`src/sv/pts_pkg.sv`:
```
`timescale 1ns / 1ps
// ----------------------------------------------------------------------------
// pts_pkg
// Shared constants and types for the periodic priority task scheduler: field
// positions of the slot setup registers, their reset values and data widths.
// ----------------------------------------------------------------------------
package pts_pkg;

   localparam int NumRegs   = 4;
   localparam int SetupW    = 37;
   localparam int TimeW     = 32;
   localparam int PeriodW   = 16;
   localparam int PhaseW    = 16;
   localparam int PrioW     = 4;
   localparam int CountW    = 32;
   localparam int BitmapW   = 16;
   localparam int OutSlotW  = 2;
   localparam int CsrDataW  = 64;
   localparam int CsrAddrW  = 5;
   localparam int CsrByteW  = 3;

   localparam int PeriodLsb = 0;
   localparam int PhaseLsb  = 16;
   localparam int PrioLsb   = 32;
   localparam int EnableBit = 36;

   localparam int DefTaskSlots      = 4;
   localparam int DefPriorityLevels = 16;

   typedef logic [SetupW-1:0] setup_type;

   localparam setup_type SetupResetValues [NumRegs] = '{
      37'd94489280522,
      37'd90194640916,
      37'd81604378724,
      37'd73014444532
   };

   function automatic logic [PeriodW-1:0] setup_period(input setup_type s);
      return s[PeriodLsb +: PeriodW];
   endfunction

   function automatic logic [PhaseW-1:0] setup_phase(input setup_type s);
      return s[PhaseLsb +: PhaseW];
   endfunction

   function automatic logic [PrioW-1:0] setup_prio(input setup_type s);
      return s[PrioLsb +: PrioW];
   endfunction

endpackage

```
`src/sv/periodic_priority_task_scheduler_core.sv`:
```
`timescale 1ns / 1ps
// An accepted tick word is held in the input register; its result is registered on fire.
// Throughput: one tick word per cycle when not stalled; the slot scan, the priority pick
// and the state update all fit in the single stage behind the input register.
// Reset (synchronous, active high) loads the setup registers with their
// defaults, reloads each slot's last dispatch time with its phase and clears
// ready flags, run counts, the ready bitmap and the total run count.
// ----------------------------------------------------------------------------
// periodic_priority_task_scheduler_core
// Fixed-priority periodic task scheduler: per tick, marks due slots ready,
// dispatches the highest-priority ready slot and reports counts and bitmap.
// ----------------------------------------------------------------------------
module periodic_priority_task_scheduler_core
   import pts_pkg::*;
#(
   parameter int TASK_SLOTS      = DefTaskSlots,
   parameter int PRIORITY_LEVELS = DefPriorityLevels
) (
   input  logic                clock,
   input  logic                reset,
   // tick input channel
   input  logic                req_valid,
   output logic                req_stall,
   input  logic [TimeW-1:0]    req_tick_time,
   // result channel
   output logic                rsp_valid,
   input  logic                rsp_stall,
   output logic                rsp_dispatched,
   output logic [OutSlotW-1:0] rsp_task_slot,
   output logic [PrioW-1:0]    rsp_task_priority,
   output logic [CountW-1:0]   rsp_slot_run_total,
   output logic [CountW-1:0]   rsp_all_runs_total,
   output logic [BitmapW-1:0]  rsp_ready_priorities,
   // configuration port
   input  logic                csr_psel,
   input  logic                csr_penable,
   input  logic                csr_pwrite,
   input  logic [CsrAddrW-1:0] csr_paddr,
   input  logic [CsrDataW-1:0] csr_pwdata,
   output logic [CsrDataW-1:0] csr_prdata,
   output logic                csr_pready
);

   // Slots beyond the register list have no setup and never take part.
   localparam int ActiveSlots = (TASK_SLOTS < NumRegs) ? TASK_SLOTS : NumRegs;
   localparam int SlotW       = (ActiveSlots > 1) ? $clog2(ActiveSlots) : 1;
   localparam int RegIdxW     = $clog2(NumRegs);
   localparam int LevelW      = ($clog2(PRIORITY_LEVELS + 1) > PrioW) ?
                                $clog2(PRIORITY_LEVELS + 1) : PrioW;

   // state
   setup_type          setup_ff [ActiveSlots];
   logic [TimeW-1:0]   last_ff  [ActiveSlots];
   logic [CountW-1:0]  runs_ff  [ActiveSlots];
   logic [ActiveSlots-1:0] ready_ff;
   logic [BitmapW-1:0] map_ff;
   logic [CountW-1:0]  total_ff;

   // pipeline
   logic               s1_valid_ff, s1_valid_in;
   logic [TimeW-1:0]   tick_ff;
   logic               rsp_valid_ff, rsp_valid_in;
   logic               s1_adv, req_acc, fire;

   // scan results
   logic [ActiveSlots-1:0] enable_c;
   logic [ActiveSlots-1:0] ready_now_c;
   logic [PrioW-1:0]   prio_c [ActiveSlots];
   logic [BitmapW-1:0] set_map_c, clr_map_c, map_next_c;
   logic               found_c;
   logic [SlotW-1:0]   best_idx_c;
   logic [PrioW-1:0]   top_prio_c;
   logic [CountW-1:0]  runs_next_c, total_next_c;

   // configuration port
   logic               csr_wr;
   logic [RegIdxW-1:0] csr_idx;

   assign csr_pready = 1'b1;
   assign csr_wr     = csr_psel & csr_penable & csr_pwrite;
   assign csr_idx    = csr_paddr[CsrAddrW-1:CsrByteW];

   always_comb begin
      csr_prdata = '0;
      for (int i = 0; i < ActiveSlots; i++) begin
         if (csr_idx == RegIdxW'(i)) begin
            csr_prdata = CsrDataW'(setup_ff[i]);
         end
      end
   end

   // handshake
   assign s1_adv       = ~rsp_valid_ff | ~rsp_stall;
   assign fire         = s1_valid_ff & s1_adv;
   assign req_stall    = s1_valid_ff & ~s1_adv;
   assign req_acc      = req_valid & ~req_stall;
   assign s1_valid_in  = req_acc | (s1_valid_ff & ~s1_adv);
   assign rsp_valid_in = fire | (rsp_valid_ff & rsp_stall);
   assign rsp_valid    = rsp_valid_ff;

   // Due test, ready bitmap update and priority pick for the tick in stage 1.
   always_comb begin
      set_map_c   = '0;
      found_c     = 1'b0;
      best_idx_c  = '0;
      top_prio_c  = '0;
      for (int i = 0; i < ActiveSlots; i++) begin
         enable_c[i]    = setup_ff[i][EnableBit];
         prio_c[i]      = setup_prio(setup_ff[i]);
         // The sum is one bit wider so that it never wraps.
         ready_now_c[i] = ready_ff[i] |
                          (enable_c[i] &
                           ({1'b0, tick_ff} >= ({1'b0, last_ff[i]} +
                                                (TimeW + 1)'(setup_period(setup_ff[i])))));
         if (enable_c[i] && !ready_ff[i] && ready_now_c[i] &&
             LevelW'(prio_c[i]) < LevelW'(PRIORITY_LEVELS)) begin
            set_map_c = set_map_c | (BitmapW'(1) << prio_c[i]);
         end
      end
      // A slot that was already ready sets its bit again when due.
      for (int i = 0; i < ActiveSlots; i++) begin
         if (enable_c[i] && ready_ff[i] &&
             ({1'b0, tick_ff} >= ({1'b0, last_ff[i]} +
                                  (TimeW + 1)'(setup_period(setup_ff[i])))) &&
             LevelW'(prio_c[i]) < LevelW'(PRIORITY_LEVELS)) begin
            set_map_c = set_map_c | (BitmapW'(1) << prio_c[i]);
         end
      end
      // Ascending scan with a strict compare keeps the lowest slot on a tie.
      for (int i = 0; i < ActiveSlots; i++) begin
         if (enable_c[i] && ready_now_c[i] && (!found_c || prio_c[i] > top_prio_c)) begin
            found_c     = 1'b1;
            best_idx_c  = SlotW'(i);
            top_prio_c  = prio_c[i];
         end
      end
      clr_map_c = '0;
      if (found_c && LevelW'(top_prio_c) < LevelW'(PRIORITY_LEVELS)) begin
         clr_map_c = BitmapW'(1) << top_prio_c;
      end
      map_next_c   = (map_ff | set_map_c) & ~clr_map_c;
      runs_next_c  = runs_ff[best_idx_c] + CountW'(1);
      total_next_c = total_ff + CountW'(found_c);
   end

   // control and scheduler state
   always_ff @(posedge clock) begin
      if (reset) begin
         s1_valid_ff  <= 1'b0;
         rsp_valid_ff <= 1'b0;
         ready_ff     <= '0;
         map_ff       <= '0;
         total_ff     <= '0;
         for (int i = 0; i < ActiveSlots; i++) begin
            setup_ff[i] <= SetupResetValues[i];
            last_ff[i]  <= TimeW'(setup_phase(SetupResetValues[i]));
            runs_ff[i]  <= '0;
         end
      end else begin
         s1_valid_ff  <= s1_valid_in;
         rsp_valid_ff <= rsp_valid_in;
         if (fire) begin
            map_ff   <= map_next_c;
            total_ff <= total_next_c;
         end
         for (int i = 0; i < ActiveSlots; i++) begin
            if (csr_wr && csr_idx == RegIdxW'(i)) begin
               setup_ff[i] <= csr_pwdata[SetupW-1:0];
               last_ff[i]  <= TimeW'(setup_phase(csr_pwdata[SetupW-1:0]));
               runs_ff[i]  <= '0;
               ready_ff[i] <= 1'b0;
            end else if (fire) begin
               ready_ff[i] <= ready_now_c[i] & ~(found_c & (best_idx_c == SlotW'(i)));
               if (found_c && best_idx_c == SlotW'(i)) begin
                  last_ff[i] <= tick_ff;
                  runs_ff[i] <= runs_next_c;
               end
            end
         end
      end
   end

   // payload registers
   always_ff @(posedge clock) begin
      if (req_acc) begin
         tick_ff <= req_tick_time;
      end
      if (fire) begin
         rsp_dispatched       <= found_c;
         rsp_task_slot        <= OutSlotW'(best_idx_c);
         rsp_task_priority    <= top_prio_c;
         rsp_slot_run_total   <= found_c ? runs_next_c : '0;
         rsp_all_runs_total   <= total_next_c;
         rsp_ready_priorities <= map_next_c;
      end
   end

endmodule
```
`config.mk`:
```
export PLATFORM = sky130hd
export DESIGN_NAME = periodic_priority_task_scheduler_core
export DESIGN_NICKNAME = d
export VERILOG_FILES = /design/src/sv/pts_pkg.sv /design/src/sv/periodic_priority_task_scheduler_core.sv
export SDC_FILE = /design/constraint.sdc
export NUM_CORES = 1
export LEC_CHECK = 0
export BUFFER_PORTS_ARGS = -buffer_cell sky130_fd_sc_hd__buf_2
export CAP_MARGIN = 20
export CORE_ASPECT_RATIO = 0.9
export CORE_MARGIN = 2
export CORE_UTILIZATION = 35
export CTS_CLUSTER_SIZE = 20
export DETAILED_ROUTE_END_ITERATION = 8
export GPL_ROUTABILITY_DRIVEN = 0
export REMOVE_ABC_BUFFERS = 1
export SLEW_MARGIN = 30
export SYNTH_ARGS = -nofsm -noshare
export SYNTH_HDL_FRONTEND = slang
export SYNTH_SLANG_ARGS = --single-unit
```
`constraint.sdc`:
```
create_clock -name clock -period 39 [get_ports clock]
set_input_delay 1.95 -clock clock [delete_from_list [all_inputs] [get_ports clock]]
set_output_delay 1.95 -clock clock [all_outputs]
set_load 0.03 [all_outputs]
```
==> results_dict.tcl <==
set metrics [dict create \
    status "completed" \
    rsz0062_at_grt "false" \
    vias 22381 \
    cp-startpoint "setup_ff[0][1]" \
    drive_above_1_share_pct 15.4 \
    portBuffers 203 \
    worstMarginPinSlew_ps 994 \
    synth_edf_count 523 \
    drtIter0Drc 2077 \
    via_per_inst 5.33 \
    yosys_register_bits 577 \
    finalCritPeriodShare_pct 38.1 \
    worstPathMaxFanout 37 \
    crit_top_cell "ha_1" \
    async_reset_ff_share_pct 0 \
    fin_area_um2 36400 \
    die_w_um 322 \
    hp-start "total_ff[0]" \
    ir_drop_uv 26.3 \
    place_hpwl_um 63000 \
    cts_resized 0 \
    ant_nets 0 \
    mostFrequentLayoutCell "edfxtp_1" \
    slowest_stage "a221oi_2" \
    drc_errors 0 \
    clkTransAtPathRegs_ps 60 \
    p_total_mw 1.70 \
    period_minus_slack_ps 14840 \
    cts_setup_buffers 0 \
    syn_to_final_growth_pct 14.2 \
    yosys.area.top_type "edfxtp_1" \
    cellLeakagePower_nw 14.2 \
    crit_path_start_kind "flop" \
    synthFlopType "edfxtp_1" \
    cts_made_buffers 67 \
    rows 104 \
    grt_first_pass_wirelength_um 137000 \
    crit_buf_inv 7 \
    finalClockSkew_ps 28.7 \
    netlist_area_um2 31900 \
    worstSetupEndpointType "flop" \
    setup-violations-final 0 \
    drv_slew 0 \
    max_stage_delay_ps 700 \
    grt_max_degree 64 \
    synth_top_area_share_pct 49.3 \
    totalWireLength_um 90100 \
    start_util_pct 35.5 \
    seq_area_um2 16800 \
    yosys-top-cells-area "edfxtp_1 49%, ha_1 8.1%, and2_1 3.9%, nor2_1 3.4%, dfxtp_1 3.4%" \
    powerDensity_nw_per_um2 46.6 \
    fp.dieArea_um2 93400 \
    cts_tree "done" \
    ys_types 83 \
    max_freq_mhz 67.4 \
    ys_seq_area_share_pct 52.7 \
    io_pins 262 \
    grt-ovfl-total 0 \
    syn_inst 2758 \
    dpl_cell_area_um2 34300 \
    grt_pass1_vias 22091 \
    dp.cells 4070 \
    r2r-start "setup_ff[0][1]" \
    cp_data_required_time_ps 39310 \
    maxSlewHeadroom_pct 33.6 \
    cpLargestDelayFamily "compound AO/OA/AOI/OAI gates" \
    antenna_found_initial 12 \
    coreArea_um2 89800 \
    avgSynthCellArea_um2 11.5 \
    clkSinkCount 577 \
    final.setup.tns_ps 0 \
    fill_cells 8584 \
    holdWs_ps 461 \
    path_class "reg -> reg" \
    htree_levels 3 \
    arrival_ps 15150 \
    cts_buffer_depth 3 \
    holdBufCountCts 0 \
    hold_path.class "reg -> reg" \
    root_buffer "clkbuf_16" \
    multiInputGateArea_um2 14500 \
    wl_per_cell_um 21.5 \
    ys_warn_count 0 \
    final_nets 3292 \
    die_h_um 290 \
    layout_common_cells "523 x edfxtp_1, 287 x nor2_1, 207 x ha_1" \
    firstDrtPassIters 5 \
    grt_use_total_pct 19.2 \
    instances_no_fill 4196 \
    timing.final.hold_violations 0 \
    max-cap-violations 0 \
    clock_latency_ps 610 \
]
final timing paths:
| check | slack (ps) | to | cells after the start |
|---|---|---|---|
| worst max-delay path | 24160 | rsp_slot_run_total[30] | 62 |
| worst max register to register | 24160 | rsp_slot_run_total[30] | 62 |
| worst min-delay path | 460 | total_ff[0] | 2 |
| worst min register to register | 460 | total_ff[0] | 2 |
worst register-to-register path, delay by kind of cell, from the launching register on:
family / cells / cell delay, ps
adders and majority gates: 6 / 1680
AOI/OAI and AO/OA: 26 / 5880
buffers and inverters: 7 / 1430
muxes: 2 / 560
and+or+nand+nor: 19 / 4030
DFF: 1 / 450
xor gates and xnor gates: 2 / 520
power by group:
part / total, mW / internal, mW / switching [mW]
Clock: 0.597 / 0.336 / 0.261
Sequential: 0.746 / 0.721 / 0.0251
Combinational: 0.352 / 0.119 / 0.233
synthesized netlist by cell type, types with 40 or more instances:
master	number
nor3_1	45
nand4_1	40
edfxtp_1	523
clkbuf_1	70
o21ai_0	79
xor2_1	94
xnor2_1	97
nand2_1	163
a21o_1	95
and2_1	198
inv_1	61
a21oi_1	132
dfxtp_1	54
nor2_1	289
nand3_1	64
ha_1	207
state kept, by name (all words and copies together), names as in the netlist:
| signal | count |
|---|---|
| setup_ff | 148 |
| last_ff | 128 |
| runs_ff | 128 |
| rsp_all_runs_total | 32 |
| rsp_slot_run_total | 32 |
| tick_ff | 32 |
| total_ff | 32 |
| map_ff | 16 |
| rsp_ready_priorities | 16 |
| ready_ff | 4 |
| rsp_task_priority | 4 |
| rsp_task_slot | 2 |
| rsp_dispatched | 1 |
| rsp_valid | 1 |
| s1_valid_ff | 1 |
through the flow:
step	utilization, %	setup slack (ps)
6_report	40.5	24160
5_1_grt	40.5	23090
4_1_cts	40.5	24160
3_5_place_dp	38.2	24250
3_3_place_gp	38.2	24280
2_1_floorplan	-	23570
kinds of logic after synthesis:
| group | count (synthesis) | share of synthesized area (%) |
|---|---|---|
| other cells | 2 | 0.0236 |
| mux | 67 | 3.65 |
| simple gates | 1003 | 16.2 |
| xor+xnor | 191 | 5.25 |
| compound gates | 519 | 11.1 |
| flops | 577 | 52.7 |
| buf+inv | 188 | 2.66 |
| fa+ha+maj | 211 | 8.38 |
final cells by class:
| type | instances | share of cell area (%) |
|---|---|---|
| sequential | 577 | 46.2 |
| multi-input combinational | 2019 | 39.8 |
| clock buffer | 83 | 4.83 |
| tap | 1166 | 4.01 |
| timing repair buffer | 247 | 3.71 |
| clock inverter | 38 | 0.802 |
| inverter | 61 | 0.636 |
| antenna | 5 | 0.0344 |
routing by layer:
layer / vias to the layer above / track usage, % / wire, um
met5: - / 0 / 93
met4: 16 / 5.78 / 2530
met3: 142 / 3.73 / 6180
met2: 685 / 29.4 / 40400
met1: 10921 / 27.3 / 40900
li1: 10617 / - / -
Power figures use the tool's default switching activity.
